<file path="src/design/i4q_pkg.sv">
`timescale 1ns / 1ps
// ----------------------------------------------------------------------------
// i4q_pkg
// Shared types, constants and helper functions of the int4 absmax quantizer.
// ----------------------------------------------------------------------------
package i4q_pkg;

   localparam int MAX_ELEMENTS = 128;
   localparam int ADDR_W       = $clog2(MAX_ELEMENTS);
   localparam int CNT_W        = $clog2(MAX_ELEMENTS + 1);

   localparam int WEIGHT_W     = 16;
   localparam int MAG_W        = 16;
   localparam int SCALE_W      = 21;
   localparam int COUNT_W      = 8;
   localparam int BYTE_W       = 8;
   localparam int CODE_W       = 4;
   localparam int FRAC_W       = 8;
   localparam int MUL7_W       = MAG_W + 3;

   // serial divider sizing: numerator covers 7*|w|
   localparam int DIV_NUM_W    = MUL7_W;
   localparam int DIV_DEN_W    = MAG_W;
   localparam int DIV_CNT_W    = $clog2(DIV_NUM_W);

   // scale = (absmax*256 + 3) / 7 by reciprocal multiply
   localparam int SCALE_NUM_W   = MAG_W + FRAC_W;
   localparam int SCALE_RECIP_W = 25;
   localparam int SCALE_SHIFT   = 27;
   localparam int SCALE_PROD_W  = SCALE_NUM_W + SCALE_RECIP_W;

   // ceil(2^27 / 7), exact floor division by seven for any 24-bit numerator
   localparam logic [SCALE_RECIP_W-1:0] SCALE_RECIP   = SCALE_RECIP_W'(19173962);
   localparam logic [SCALE_NUM_W-1:0]   SCALE_ROUND   = SCALE_NUM_W'(3);
   localparam logic [CODE_W:0]          CODE_POS_MAX  = (CODE_W + 1)'(7);
   localparam logic [CODE_W:0]          CODE_NEG_MAX  = (CODE_W + 1)'(8);

   typedef struct packed {
      logic signed [WEIGHT_W-1:0] weight;
      logic                       last_weight;
   } req_type;

   typedef struct packed {
      logic [BYTE_W-1:0]  packed_byte;
      logic [SCALE_W-1:0] scale_fixed;
      logic [COUNT_W-1:0] element_count;
      logic               last_byte;
   } rsp_type;

   typedef struct packed {
      logic                 start;
      logic [DIV_NUM_W-1:0] num;
      logic [DIV_DEN_W-1:0] den;
   } div_req_type;

   typedef struct packed {
      logic                 done;
      logic [DIV_NUM_W-1:0] quo;
      logic [DIV_DEN_W-1:0] rem;
   } div_rsp_type;

   // magnitude of a signed sample; -32768 maps to 0x8000 exactly
   function automatic logic [MAG_W-1:0] abs_mag(input logic [WEIGHT_W-1:0] w);
      logic [MAG_W-1:0] m;
      m = w[WEIGHT_W-1] ? MAG_W'(~w + WEIGHT_W'(1)) : MAG_W'(w);
      return m;
   endfunction

   // rounded quotient magnitude and sign to a clamped 4-bit code
   function automatic logic [CODE_W-1:0] code_nibble(input logic [CODE_W:0] q,
                                                     input logic neg);
      logic [CODE_W:0]   nq;
      logic [CODE_W-1:0] c;
      nq = ~q + (CODE_W + 1)'(1);
      if (neg) begin
         c = (q > CODE_NEG_MAX) ? CODE_NEG_MAX[CODE_W-1:0] : nq[CODE_W-1:0];
      end else begin
         c = (q > CODE_POS_MAX) ? CODE_POS_MAX[CODE_W-1:0] : q[CODE_W-1:0];
      end
      return c;
   endfunction

endpackage

</file>
<file path="src/design/i4q_ram.sv">
`timescale 1ns / 1ps
// ----------------------------------------------------------------------------
// i4q_ram
// Generic simple dual-port RAM: one write port, one registered read port.
// ----------------------------------------------------------------------------
module i4q_ram #(
   parameter int WIDTH = 16,
   parameter int DEPTH = 128
) (
   input  logic                     clock,
   input  logic                     wr_en,
   input  logic [$clog2(DEPTH)-1:0] wr_addr,
   input  logic [WIDTH-1:0]         wr_data,
   input  logic                     rd_en,
   input  logic [$clog2(DEPTH)-1:0] rd_addr,
   output logic [WIDTH-1:0]         rd_data
);

   logic [WIDTH-1:0] mem [DEPTH];
   logic [WIDTH-1:0] rd_data_ff;

   always_ff @(posedge clock) begin
      if (wr_en) begin
         mem[wr_addr] <= wr_data;
      end
      if (rd_en) begin
         rd_data_ff <= mem[rd_addr];
      end
   end

   assign rd_data = rd_data_ff;

endmodule

</file>
<file path="src/design/i4q_divider.sv">
`timescale 1ns / 1ps
// ----------------------------------------------------------------------------
// i4q_divider
// Restoring radix-2 divider, one quotient bit per cycle, used for the
// per-sample code computation.
// ----------------------------------------------------------------------------
module i4q_divider (
   input  logic                      clock,
   input  logic                      reset,
   input  i4q_pkg::div_req_type      div_req,
   output i4q_pkg::div_rsp_type      div_rsp
);

   logic                            busy_ff, busy_in;
   logic                            done_ff, done_in;
   logic [i4q_pkg::DIV_CNT_W-1:0]   cnt_ff, cnt_in;
   logic [i4q_pkg::DIV_NUM_W-1:0]   quo_ff, quo_in;
   logic [i4q_pkg::DIV_DEN_W-1:0]   rem_ff, rem_in;
   logic [i4q_pkg::DIV_DEN_W-1:0]   den_ff, den_in;
   logic [i4q_pkg::DIV_DEN_W:0]     rem_sh;
   logic [i4q_pkg::DIV_DEN_W:0]     rem_sub;
   logic                            ge;

   assign rem_sh  = {rem_ff, quo_ff[i4q_pkg::DIV_NUM_W-1]};
   assign rem_sub = rem_sh - {1'b0, den_ff};
   assign ge      = rem_sh >= {1'b0, den_ff};

   always_comb begin
      busy_in = busy_ff;
      done_in = 1'b0;
      cnt_in  = cnt_ff;
      quo_in  = quo_ff;
      rem_in  = rem_ff;
      den_in  = den_ff;
      if (div_req.start) begin
         busy_in = 1'b1;
         cnt_in  = i4q_pkg::DIV_CNT_W'(i4q_pkg::DIV_NUM_W - 1);
         quo_in  = div_req.num;
         rem_in  = '0;
         den_in  = div_req.den;
      end else if (busy_ff) begin
         rem_in = ge ? rem_sub[i4q_pkg::DIV_DEN_W-1:0] : rem_sh[i4q_pkg::DIV_DEN_W-1:0];
         quo_in = {quo_ff[i4q_pkg::DIV_NUM_W-2:0], ge};
         cnt_in = cnt_ff - i4q_pkg::DIV_CNT_W'(1);
         if (cnt_ff == '0) begin
            busy_in = 1'b0;
            done_in = 1'b1;
         end
      end
   end

   always_ff @(posedge clock) begin
      if (reset) begin
         busy_ff <= 1'b0;
         done_ff <= 1'b0;
         cnt_ff  <= '0;
      end else begin
         busy_ff <= busy_in;
         done_ff <= done_in;
         cnt_ff  <= cnt_in;
      end
      quo_ff <= quo_in;
      rem_ff <= rem_in;
      den_ff <= den_in;
   end

   assign div_rsp.done = done_ff;
   assign div_rsp.quo  = quo_ff;
   assign div_rsp.rem  = rem_ff;

endmodule

</file>
<file path="src/design/int4_absmax_quantizer.sv">
`timescale 1ns / 1ps
// ----------------------------------------------------------------------------
// int4_absmax_quantizer
// Loads one tensor of 16-bit samples into a RAM, then emits packed int4 codes.
// ----------------------------------------------------------------------------
// Samples are taken one per cycle while the block is loading; each is written
// to the sample RAM and the running absmax is updated. A sample flagged last,
// or the sample that fills the RAM, ends the tensor and input stalls until all
// packed bytes are produced. The scale round(absmax*256/7) is computed in
// ST_SCALE by a constant reciprocal multiply. Each sample then passes ST_RD
// for the RAM read, ST_DIV to start the 19-step radix-2 divider and ST_WAIT
// for the division and rounding; each packed byte then passes ST_PACK, which
// loads the output register and holds while it is full. The divider sets
// the pace: a sample is read only after the prior division is done. The
// final byte may wait in the output register while the next tensor loads.
// ----------------------------------------------------------------------------
module int4_absmax_quantizer (
   input  logic             clock,
   input  logic             reset,
   input  logic             req_valid,
   output logic             req_stall,
   input  i4q_pkg::req_type req_data,
   output logic             rsp_valid,
   input  logic             rsp_stall,
   output i4q_pkg::rsp_type rsp_data
);

   typedef enum logic [5:0] {
      ST_LOAD       = 6'b000001,
      ST_SCALE      = 6'b000010,
      ST_RD         = 6'b000100,
      ST_DIV        = 6'b001000,
      ST_WAIT       = 6'b010000,
      ST_PACK       = 6'b100000
   } state_type;

   state_type                        state_ff, state_in;
   logic [i4q_pkg::CNT_W-1:0]        count_ff, count_in;
   logic [i4q_pkg::MAG_W-1:0]        absmax_ff, absmax_in;
   logic [i4q_pkg::ADDR_W-1:0]       idx_ff, idx_in;
   logic [i4q_pkg::SCALE_W-1:0]      scale_ff, scale_in;
   logic [i4q_pkg::CODE_W-1:0]       lo_ff, lo_in;
   logic [i4q_pkg::CODE_W-1:0]       hi_ff, hi_in;
   logic                             sign_ff, sign_in;
   logic                             rsp_valid_ff, rsp_valid_in;
   i4q_pkg::rsp_type                 rsp_data_ff, rsp_data_in;

   logic                             req_take;
   logic                             end_tensor;
   logic [i4q_pkg::MAG_W-1:0]        req_mag;
   logic [i4q_pkg::CNT_W-1:0]        idx_next;
   logic                             idx_is_last;
   logic                             out_free;
   logic                             out_load;

   logic                             ram_wr_en;
   logic                             ram_rd_en;
   logic [i4q_pkg::WEIGHT_W-1:0]     ram_rd_data;
   logic [i4q_pkg::MAG_W-1:0]        rd_mag;
   logic [i4q_pkg::MUL7_W-1:0]       rd_mag7;

   logic [i4q_pkg::SCALE_NUM_W-1:0]  scale_num;
   logic [i4q_pkg::SCALE_PROD_W-1:0] scale_prod;

   i4q_pkg::div_req_type             div_req;
   i4q_pkg::div_rsp_type             div_rsp;
   logic                             round_up;
   logic [i4q_pkg::CODE_W:0]         q_round;
   logic [i4q_pkg::CODE_W-1:0]       code;

   i4q_ram #(
      .WIDTH(i4q_pkg::WEIGHT_W),
      .DEPTH(i4q_pkg::MAX_ELEMENTS)
   ) u_sample_ram (
      .clock   (clock),
      .wr_en   (ram_wr_en),
      .wr_addr (count_ff[i4q_pkg::ADDR_W-1:0]),
      .wr_data (req_data.weight),
      .rd_en   (ram_rd_en),
      .rd_addr (idx_ff),
      .rd_data (ram_rd_data)
   );

   i4q_divider u_divider (
      .clock   (clock),
      .reset   (reset),
      .div_req (div_req),
      .div_rsp (div_rsp)
   );

   assign req_stall  = (state_ff != ST_LOAD);
   assign req_take   = req_valid && !req_stall;
   assign req_mag    = i4q_pkg::abs_mag(req_data.weight);
   assign end_tensor = req_data.last_weight ||
                       (count_ff == i4q_pkg::CNT_W'(i4q_pkg::MAX_ELEMENTS - 1));
   assign ram_wr_en  = req_take;
   assign ram_rd_en  = (state_ff == ST_RD);

   assign idx_next    = i4q_pkg::CNT_W'(idx_ff) + i4q_pkg::CNT_W'(1);
   assign idx_is_last = (idx_next >= count_ff);

   // round(absmax*256/7) as (absmax*256 + 3) * ceil(2^27/7) >> 27
   assign scale_num  = {absmax_ff, i4q_pkg::FRAC_W'(0)} + i4q_pkg::SCALE_ROUND;
   assign scale_prod = i4q_pkg::SCALE_PROD_W'(scale_num) *
                       i4q_pkg::SCALE_PROD_W'(i4q_pkg::SCALE_RECIP);

   // 7 * |w| from the sample just read
   assign rd_mag  = i4q_pkg::abs_mag(ram_rd_data);
   assign rd_mag7 = (i4q_pkg::MUL7_W'(rd_mag) << 3) - i4q_pkg::MUL7_W'(rd_mag);

   // round half to even on quotient and remainder of 7|w| / absmax
   assign round_up = ({div_rsp.rem, 1'b0} > {1'b0, absmax_ff}) ||
                     (({div_rsp.rem, 1'b0} == {1'b0, absmax_ff}) && div_rsp.quo[0]);
   assign q_round  = {1'b0, div_rsp.quo[i4q_pkg::CODE_W-1:0]} +
                     (i4q_pkg::CODE_W + 1)'(round_up);
   assign code     = (absmax_ff == '0) ? '0 : i4q_pkg::code_nibble(q_round, sign_ff);

   assign out_free = !rsp_valid_ff || !rsp_stall;
   assign out_load = (state_ff == ST_PACK) && out_free;

   always_comb begin
      div_req.start = (state_ff == ST_DIV);
      div_req.num   = i4q_pkg::DIV_NUM_W'(rd_mag7);
      div_req.den   = absmax_ff;
   end

   always_comb begin
      state_in     = state_ff;
      count_in     = count_ff;
      absmax_in    = absmax_ff;
      idx_in       = idx_ff;
      scale_in     = scale_ff;
      lo_in        = lo_ff;
      hi_in        = hi_ff;
      sign_in      = sign_ff;
      rsp_valid_in = rsp_valid_ff && rsp_stall;
      rsp_data_in  = rsp_data_ff;
      case (state_ff)
         ST_LOAD: begin
            if (req_take) begin
               count_in = count_ff + i4q_pkg::CNT_W'(1);
               if (req_mag > absmax_ff) begin
                  absmax_in = req_mag;
               end
               if (end_tensor) begin
                  state_in = ST_SCALE;
               end
            end
         end
         ST_SCALE: begin
            scale_in = scale_prod[i4q_pkg::SCALE_SHIFT +: i4q_pkg::SCALE_W];
            idx_in   = '0;
            state_in = ST_RD;
         end
         ST_RD: begin
            state_in = ST_DIV;
         end
         ST_DIV: begin
            sign_in  = ram_rd_data[i4q_pkg::WEIGHT_W-1];
            state_in = ST_WAIT;
         end
         ST_WAIT: begin
            if (div_rsp.done) begin
               if (!idx_ff[0]) begin
                  lo_in = code;
                  if (idx_is_last) begin
                     // odd count: pad the high nibble
                     hi_in    = '0;
                     state_in = ST_PACK;
                  end else begin
                     idx_in   = idx_next[i4q_pkg::ADDR_W-1:0];
                     state_in = ST_RD;
                  end
               end else begin
                  hi_in    = code;
                  state_in = ST_PACK;
               end
            end
         end
         ST_PACK: begin
            if (out_free) begin
               rsp_valid_in              = 1'b1;
               rsp_data_in.packed_byte   = {hi_ff, lo_ff};
               rsp_data_in.scale_fixed   = scale_ff;
               rsp_data_in.element_count = i4q_pkg::COUNT_W'(count_ff);
               rsp_data_in.last_byte     = idx_is_last;
               if (idx_is_last) begin
                  count_in  = '0;
                  absmax_in = '0;
                  state_in  = ST_LOAD;
               end else begin
                  idx_in   = idx_next[i4q_pkg::ADDR_W-1:0];
                  state_in = ST_RD;
               end
            end
         end
         default: begin
            state_in = ST_LOAD;
         end
      endcase
   end

   always_ff @(posedge clock) begin
      if (reset) begin
         state_ff     <= ST_LOAD;
         count_ff     <= '0;
         absmax_ff    <= '0;
         idx_ff       <= '0;
         rsp_valid_ff <= 1'b0;
      end else begin
         state_ff     <= state_in;
         count_ff     <= count_in;
         absmax_ff    <= absmax_in;
         idx_ff       <= idx_in;
         rsp_valid_ff <= rsp_valid_in;
      end
      scale_ff    <= scale_in;
      lo_ff       <= lo_in;
      hi_ff       <= hi_in;
      sign_ff     <= sign_in;
      rsp_data_ff <= rsp_data_in;
   end

   assign rsp_valid = rsp_valid_ff;
   assign rsp_data  = rsp_data_ff;

   // sample count never runs past the RAM depth
   assert property (@(posedge clock) disable iff (reset)
      count_ff <= i4q_pkg::CNT_W'(i4q_pkg::MAX_ELEMENTS))
      else $error("sample count exceeds capacity");

   // reads stay inside the loaded part of the tensor
   assert property (@(posedge clock) disable iff (reset)
      state_ff == ST_RD |-> i4q_pkg::CNT_W'(idx_ff) < count_ff)
      else $error("read index beyond loaded samples");

   // divider completes only while the sequencer waits for it
   assert property (@(posedge clock) disable iff (reset)
      div_rsp.done |-> state_ff == ST_WAIT)
      else $error("unexpected divider completion");

   // a byte loaded into the output register shows up next cycle
   assert property (@(posedge clock) disable iff (reset)
      out_load |=> rsp_valid_ff)
      else $error("packed byte lost at output register");

   // a finished tensor leaves the state cleared for the next one
   assert property (@(posedge clock) disable iff (reset)
      out_load && idx_is_last |=> state_ff == ST_LOAD && count_ff == '0 && absmax_ff == '0)
      else $error("tensor state not cleared after final byte");

endmodule

</file>
<file path="config.mk">
export PLATFORM = sky130hd
export DESIGN_NAME = int4_absmax_quantizer
export DESIGN_NICKNAME = d
export VERILOG_FILES = /design/src/design/i4q_pkg.sv /design/src/design/i4q_ram.sv /design/src/design/i4q_divider.sv /design/src/design/int4_absmax_quantizer.sv
export SDC_FILE = /design/constraint.sdc
export NUM_CORES = 2
export LEC_CHECK = 0
export ABC_AREA = 1
export BUFFER_PORTS_ARGS = -buffer_cell sky130_fd_sc_hd__buf_2
export CORE_MARGIN = 2
export CORE_UTILIZATION = 30
export CTS_CLUSTER_DIAMETER = 50
export DETAILED_ROUTE_END_ITERATION = 8
export SYNTH_ARGS = -nofsm -noshare
export SYNTH_HDL_FRONTEND = slang
export SYNTH_SLANG_ARGS = --single-unit
</file>
<file path="constraint.sdc">
create_clock -name clock -period 4.92 [get_ports clock]
set_input_delay 0.984 -clock clock [delete_from_list [all_inputs] [get_ports clock]]
set_output_delay 0.984 -clock clock [all_outputs]
set_load 0.02 [all_outputs]
</file>
# --- Yosys cells after proc, flatten, opt, wreduce, memory -nomap -nowiden ---
# Memory sizes are Yosys's and may differ from the RTL's. A register that Yosys moved wholly into a read port is not among the register bits.
# Index checks and enable logic that the tools add are counted.
word_totals:
  reg_bits: 164
  ram_bits: 2048
  input_bits: 21
  output_inout_bits: 40
  word_cells: 131
  mem_count: 1
op_classes:
  n_addsub: 10
  multipliers: 1
  n_lt_le_gt_ge: 6
  eq_ne: 18
  muxes: 44
  n_bitwise: 5
  n_reduce_logical: 25
mem_list:
  columns: ["memory", "words", "word_bits", "read_ports", "rd_clocked_by_memory_dff", "write_ports", "line_no", "rtl"]
  rows:
  - ["u_sample_ram.mem", 128, 16, 1, 1, 1, "i4q_ram.sv:19", "logic [WIDTH-1:0] mem [DEPTH];"]
op_table:
  columns: ["op", "count"]
  rows:
  - ["$mux W16", 7]
  - ["$mul A24 B24 Y47 const B", 1]
  - ["$mux W19", 2]
  - ["$mux W6", 6]
  - ["$pmux W6 S6", 1]
  - ["$mux W7", 5]
  - ["$add A16 B1 Y16 const B", 2]
  - ["$not A16 Y16", 2]
  - ["$pmux W16 S2", 1]
  - ["$add A24 B2 Y24 const B", 1]
  - ["$mux W4", 6]
  - ["$mux W8", 3]
  - ["$pmux W7 S3", 1]
  - ["$sub A19 B16 Y19", 1]
  - ["$eq A17 B16 Y1", 1]
  - ["$ge A17 B16 Y1", 1]
  - ["$gt A17 B16 Y1", 1]
  - ["$gt A16 B16 Y1", 1]
  - ["$logic_not A16 Y1", 1]
  - ["$ne A2 B2 Y1 const B", 8]
  - ["$pmux W8 S2", 1]
  - ["$sub A16 B16 Y16", 1]
  - ["$reduce_and A4 Y1", 3]
  - ["$mux W5", 2]
  - ["other kinds (33)", 50]

# --- Longest topological paths before layout ---
logic_depth:
  depth_word: 10
  mapped_depth: 24
  depth_no_buf: 24

# --- Hierarchy ---
# A second synthesis with hierarchy kept.
unflattened:
  hier_cells: 8875
  hier_area_um2: 99261.4
by_module_without_submodules:
  columns: ["module", "n_inst", "cells_each", "area_per_inst_um2", "seq_area_each_um2"]
  rows:
  - ["i4q_ram", 1, 6793, 82988.3, 61979.4]
  - ["int4_absmax_quantizer", 1, 1620, 12813.5, 2802.7]
  - ["i4q_divider", 1, 462, 3459.6, 1511.4]

# --- Worst setup path after synthesis ---
# OpenSTA, ideal clock, no wires.
synth_timing:
  path_type: "reg-to-reg"
  from: "register absmax_ff[11] (netlist bit)"
  to: "register scale_ff[16] (netlist bit), data pin"
  setup_time_ns: 0.252
  arrival_time_ns: 4.301
  required_ns: 4.668
  setup_slack_ns: 0.367
  stages_incl_launch_ff: 22
  path_buffers: 0
  period_less_slack_ns: 4.553
  path_cell_list: "dfxtp_1 ha_1 ha_1 ha_1 ha_1 inv_1 fa_1 inv_1 fa_1 inv_1 fa_1 inv_1 ha_1 nand2_1 nor2_1 nand4_1 o21ai_0 nand2_1 nand2_1 nand2_1 nand3_1 nand2_1"
synth_via:
  elab_chain_len: 2
synth_rtl:
  columns: ["element", "line_no", "rtl"]
  rows:
  - ["start, declared", "int4_absmax_quantizer.sv:39", "logic [i4q_pkg::MAG_W-1:0] absmax_ff, absmax_in;"]
  - ["start signal, assigned", "int4_absmax_quantizer.sv:213", "absmax_ff <= absmax_in;"]
  - ["$add A24 B2 Y24", "int4_absmax_quantizer.sv:103", "assign scale_num = {absmax_ff, i4q_pkg::FRAC_W'(0)} + i4q_pkg::SCALE_ROUND;"]
  - ["$mul A24 B24 Y47", "int4_absmax_quantizer.sv:104", "assign scale_prod = i4q_pkg::SCALE_PROD_W'(scale_num) *"]
  - ["via scale_prod (one bit)", "int4_absmax_quantizer.sv:63", "logic [i4q_pkg::SCALE_PROD_W-1:0] scale_prod;"]
  - ["end signal, assigned", "int4_absmax_quantizer.sv:217", "scale_ff <= scale_in;"]
  - ["end, declared", "int4_absmax_quantizer.sv:41", "logic [i4q_pkg::SCALE_W-1:0] scale_ff, scale_in;"]
# The timed path passes the listed nets, and every way through them passes these cells.
# A chain may end at the register's enable or synchronous reset.

# --- Worst setup path in the final report ---
# Ends and elaborated chain as after synthesis.

==> impl_metrics.prom <==
# TYPE chip_impl_metric gauge
chip_impl_metric{name="timing.max_cap.violations",unit=""} 0
chip_impl_metric{name="layout-drive-gt1-share",unit=""} 0.0857
chip_impl_metric{name="cellPowerDensity",unit="nW/um^2"} 484
chip_impl_metric{name="tritoncts.num_buffers",unit=""} 231
chip_impl_metric{name="critical_path_required",unit="ps"} 5520
chip_impl_metric{name="crit_path_max_incr_delay",unit="ps"} 470
chip_impl_metric{name="async_reset_ff_frac",unit=""} 0
chip_impl_metric{name="grt_start_max_net_pins",unit=""} 183
chip_impl_metric{name="synth_sequential_area_ratio",unit=""} 0.679
chip_impl_metric{name="place.port_buffers",unit=""} 60
chip_impl_info{name="cts.root.buffer_cell",value="sky130_fd_sc_hd__clkbuf_16"} 1
chip_impl_metric{name="layout.nets",unit=""} 8947
chip_impl_metric{name="post_cts.repair.setup_buffers",unit=""} 0
chip_impl_metric{name="cts_buffer_depth",unit=""} 4
chip_impl_info{name="path_class",value="reg2reg"} 1
chip_impl_metric{name="boundaryPins",unit=""} 61
chip_impl_metric{name="timing_worst_slew_pin_value",unit="ps"} 1330
chip_impl_metric{name="vdd.ir_drop.worst",unit="V"} 0.000996
chip_impl_metric{name="final_replace_weighted_congestion",unit=""} 0.889
chip_impl_metric{name="path_max_fanout",unit=""} 3
chip_impl_info{name="worst_flop_to_flop_path_endpoint",value="scale_ff[16]"} 1
chip_impl_metric{name="effective_utilization_at_floorplan",unit=""} 0.301
chip_impl_info{name="grt_setup_unrepaired",value="true"} 1
chip_impl_metric{name="worstSkewPairLatency",unit="ps"} 910
chip_impl_metric{name="place_hpwl",unit="um"} 172000
chip_impl_metric{name="setup_viol_count_final",unit=""} 0
chip_impl_metric{name="synthesis.area",unit="sq um"} 97700
chip_impl_info{name="yosys.cell_count.top_type",value="sky130_fd_sc_hd__edfxtp_1"} 1
chip_impl_metric{name="r2r_setup_slack",unit="ps"} 230
chip_impl_info{name="synthDominantAreaCellType",value="sky130_fd_sc_hd__edfxtp_1"} 1
chip_impl_metric{name="timing_max_transition_violations_final",unit=""} 0
chip_impl_metric{name="wire_per_inst",unit="um"} 22.3
chip_impl_metric{name="vias_per_cell",unit=""} 5.09
chip_impl_metric{name="die-area",unit="sq um"} 330000
chip_impl_metric{name="fmax",unit="MHz"} 213
chip_impl_metric{name="dr.pass1.iters",unit=""} 6
chip_impl_info{name="crit_path_start",value="absmax_ff[11]"} 1
chip_impl_info{name="beginning_of_the_worst_register_to_register_path",value="absmax_ff[11]"} 1
chip_impl_metric{name="post_synth.cell_area_avg",unit="sq um"} 11.6
chip_impl_metric{name="fp-row-count",unit=""} 209
chip_impl_info{name="worstSetupEndpointType",value="flop"} 1
chip_impl_info{name="most_used_flip_flop_cell_after_synthesis",value="sky130_fd_sc_hd__edfxtp_1"} 1
chip_impl_metric{name="ys_seq_elements",unit=""} 2228
chip_impl_metric{name="worstPathArrival",unit="ps"} 5290
chip_impl_metric{name="detail-route-antenna-nets",unit=""} 0
chip_impl_metric{name="filler_cell_count",unit=""} 31500
chip_impl_info{name="timing.hold.worst.class",value="reg2reg"} 1
chip_impl_metric{name="syn-num-nets",unit=""} 8810
chip_impl_metric{name="stdcell_count",unit=""} 13100
chip_impl_metric{name="antenna_found_initial",unit=""} 9
chip_impl_info{name="critPathLaunchType",value="flop"} 1
chip_impl_metric{name="cts.reportedPaths.clkPinSlew",unit="ps"} 60
chip_impl_metric{name="design.core.area",unit="sq um"} 324000
chip_impl_metric{name="first_global_vias",unit=""} 63500
chip_impl_metric{name="hold_violations",unit=""} 0
chip_impl_metric{name="wl",unit="um"} 291000
chip_impl_metric{name="seqCellArea",unit="sq um"} 66300
chip_impl_metric{name="fin_crit",unit="ps"} 4690
chip_impl_metric{name="multi_input_comb_area",unit="sq um"} 28300
chip_impl_metric{name="area_growth",unit="%"} 14.2
chip_impl_metric{name="synthesis.yosys.warnings",unit=""} 0
chip_impl_metric{name="die_w",unit="um"} 575
chip_impl_metric{name="route.vias.total",unit=""} 66700
chip_impl_metric{name="rr_worst_depth",unit=""} 21
chip_impl_metric{name="p_leak",unit="nW"} 40.0
chip_impl_metric{name="final.setup_skew",unit="ps"} 78.5
chip_impl_metric{name="whs",unit="ps"} 419
chip_impl_metric{name="post_synth_inst_count",unit=""} 8454
chip_impl_info{name="capture_point_of_the_critical_path",value="scale_ff[16]"} 1
chip_impl_metric{name="die_h",unit="um"} 575
chip_impl_metric{name="place_inst",unit=""} 12700
chip_impl_metric{name="netlist.area_leader.share",unit=""} 0.666
chip_impl_info{name="post_synth_most_frequent_cells",value="sky130_fd_sc_hd__edfxtp_1, sky130_fd_sc_hd__nand2_1, sky130_fd_sc_hd__nor2_1"} 1
chip_impl_info{name="run_status",value="complete, no violations"} 1
chip_impl_metric{name="clock_sink_count",unit=""} 2228
chip_impl_info{name="crit_chain",value="ha_1 -> ha_1 -> ha_1 -> ha_1 -> inv_1 -> fa_1 -> inv_1 -> fa_1 -> inv_1 -> fa_1 -> inv_1 -> ha_1 -> nand2_1 -> nor2_2 -> nand4_1 -> o21ai_2 -> nand2_1 -> nand2_2 -> nand2_1 -> nand3_1 -> nand2_1"} 1
chip_impl_metric{name="wire_length_of_the_first_global_routing_pass",unit="um"} 425000
chip_impl_info{name="cts_tree",value="built"} 1
chip_impl_metric{name="gr-total-overflow",unit=""} 0
chip_impl_metric{name="remaining_drc_errors",unit=""} 0
chip_impl_info{name="most_common_cell_on_crit_path",value="sky130_fd_sc_hd__ha_1"} 1
chip_impl_metric{name="worst_slew_margin_rel",unit=""} 0.111
chip_impl_metric{name="grt_use_total",unit=""} 0.171
chip_impl_metric{name="post-route-period-util",unit=""} 0.954
chip_impl_info{name="synth.top_cells.by_area",value="sky130_fd_sc_hd__edfxtp_1, sky130_fd_sc_hd__nand2_1, sky130_fd_sc_hd__o21ai_0"} 1
chip_impl_metric{name="cts-htree-levels",unit=""} 4
chip_impl_metric{name="synth_cell_types",unit=""} 43
chip_impl_metric{name="initialDrtViolationCount",unit=""} 8136
chip_impl_metric{name="synth-edff-count",unit=""} 2167
chip_impl_info{name="slowest_stage",value="sky130_fd_sc_hd__fa_1"} 1
==> state kept, by name, indices dropped and copies added, names as in the netlist, 6 cells and up <==
name and flops:
u_divider.quo_ff 19, rsp_data 38, scale_ff 21, u_divider.rem_ff 16
state_ff 6, absmax_ff 16, u_sample_ram.mem 2048, u_sample_ram.rd_data 16
u_divider.den_ff 16, count_ff 8, idx_ff 7
==> stage by stage <==
step	setup WS, ps	cell area [sq um]	power, mW	utilization	TNS (ps)
floorplan	367	97700	30.8	-	0
global placement	-79.5	104000	36.8	0.322	-295
detailed placement	-17.2	104000	36.8	0.322	-17.2
CTS	12.4	111000	53.7	0.344	0
global route	-22.5	112000	57.0	0.344	-22.5
finish	228	112000	54.0	0.344	0
==> critical path: cells and delay by family, from the launching register on <==
family	cells	cell delay (ps)
compound gates	1	220
simple gates	8	870
fa+ha+maj	8	2850
flops	1	330
buf+inv	4	180
==> worst min-delay path by stage <==
stage	cells after the start	from	end	slack (ps)
after floorplan	0	scale_ff[1]	rsp_data[10]	400
after global placement	0	scale_ff[17]	rsp_data[26]	400
after detailed placement	0	scale_ff[11]	rsp_data[20]	410
after CTS	3	rsp_stall	rsp_valid	360
after global routing	1	req_data[2]	u_sample_ram.mem[109][1]	400
final	0	scale_ff[11]	rsp_data[20]	420
==> layer usage <==
layer	part of all wire	wire, um	track usage	vias up
met5	0.000045	13	0	-
met4	0.038	11200	0.0660	2
met1	0.42	124000	0.238	33000
met2	0.44	129000	0.259	2997
met3	0.096	28000	0.0366	503
li1	-	-	-	30100
==> layout by cell type, fill, tap and decap left out, drive strengths merged, types with 5 or more instances in the layout <==
master    synthesis  layout
o21ai           861     861
xnor2            23      23
bufinv            0      20
dfxtp            61      61
clkinvlp          0       7
ha              254     254
nand3           339     339
a21oi           392     392
fa               81      81
mux2i            14      14
nand3b           12      12
xor2             45      45
inv             349     361
o22ai           262     262
a21boi          237     237
nor4             10      10
nand4            20      20
buf             141     364
nor3             25      25
a31oi             9       9
o21a              5       5
edfxtp         2167    2167
nand2          1729    1729
clkbuf          319     271
clkinv            3      99
a21o              6       6
nor2           1071    1071
o21bai            7       7
==> layout make-up <==
class	count	area share
sequential	2228	0.594
multi-input combinational	5414	0.254
clock buffer	271	0.0537
tap	4325	0.0485
timing repair buffer	364	0.0261
inverter	352	0.0121
clock inverter	135	0.0110
antenna	3	0.0000673
==> kinds of logic (layout without fill, tap and decap cells) <==
family / after synthesis / after routing / share of synthesized area
AOI/OAI and AO/OA: 1787 / 1787 / 0.102
xor gates and xnor gates: 68 / 68 / 0.00610
adders and majority gates: 335 / 335 / 0.0491
buffers and inverters: 812 / 1122 / 0.0327
DFF: 2228 / 2228 / 0.679
muxes: 14 / 14 / 0.00143
other: 0 / 3 / 0
and+or+nand+nor: 3210 / 3210 / 0.130
==> what timing repair did <==
action                                 4_1_cts  5_1_grt
endpoints found under the hold margin        0        0
hold buffers                                 0        0
resized for setup                            0       44
setup endpoints to repair                    0       18
==> power breakdown <==
group          internal, mW  switching, mW  leakage (nW)  total [mW]
registers              21.2          0.118          20.0        21.4
clock network          9.71           7.35          3.53        17.1
logic                  5.93           9.61          16.5        15.5
(Power assumes the default switching activity.)
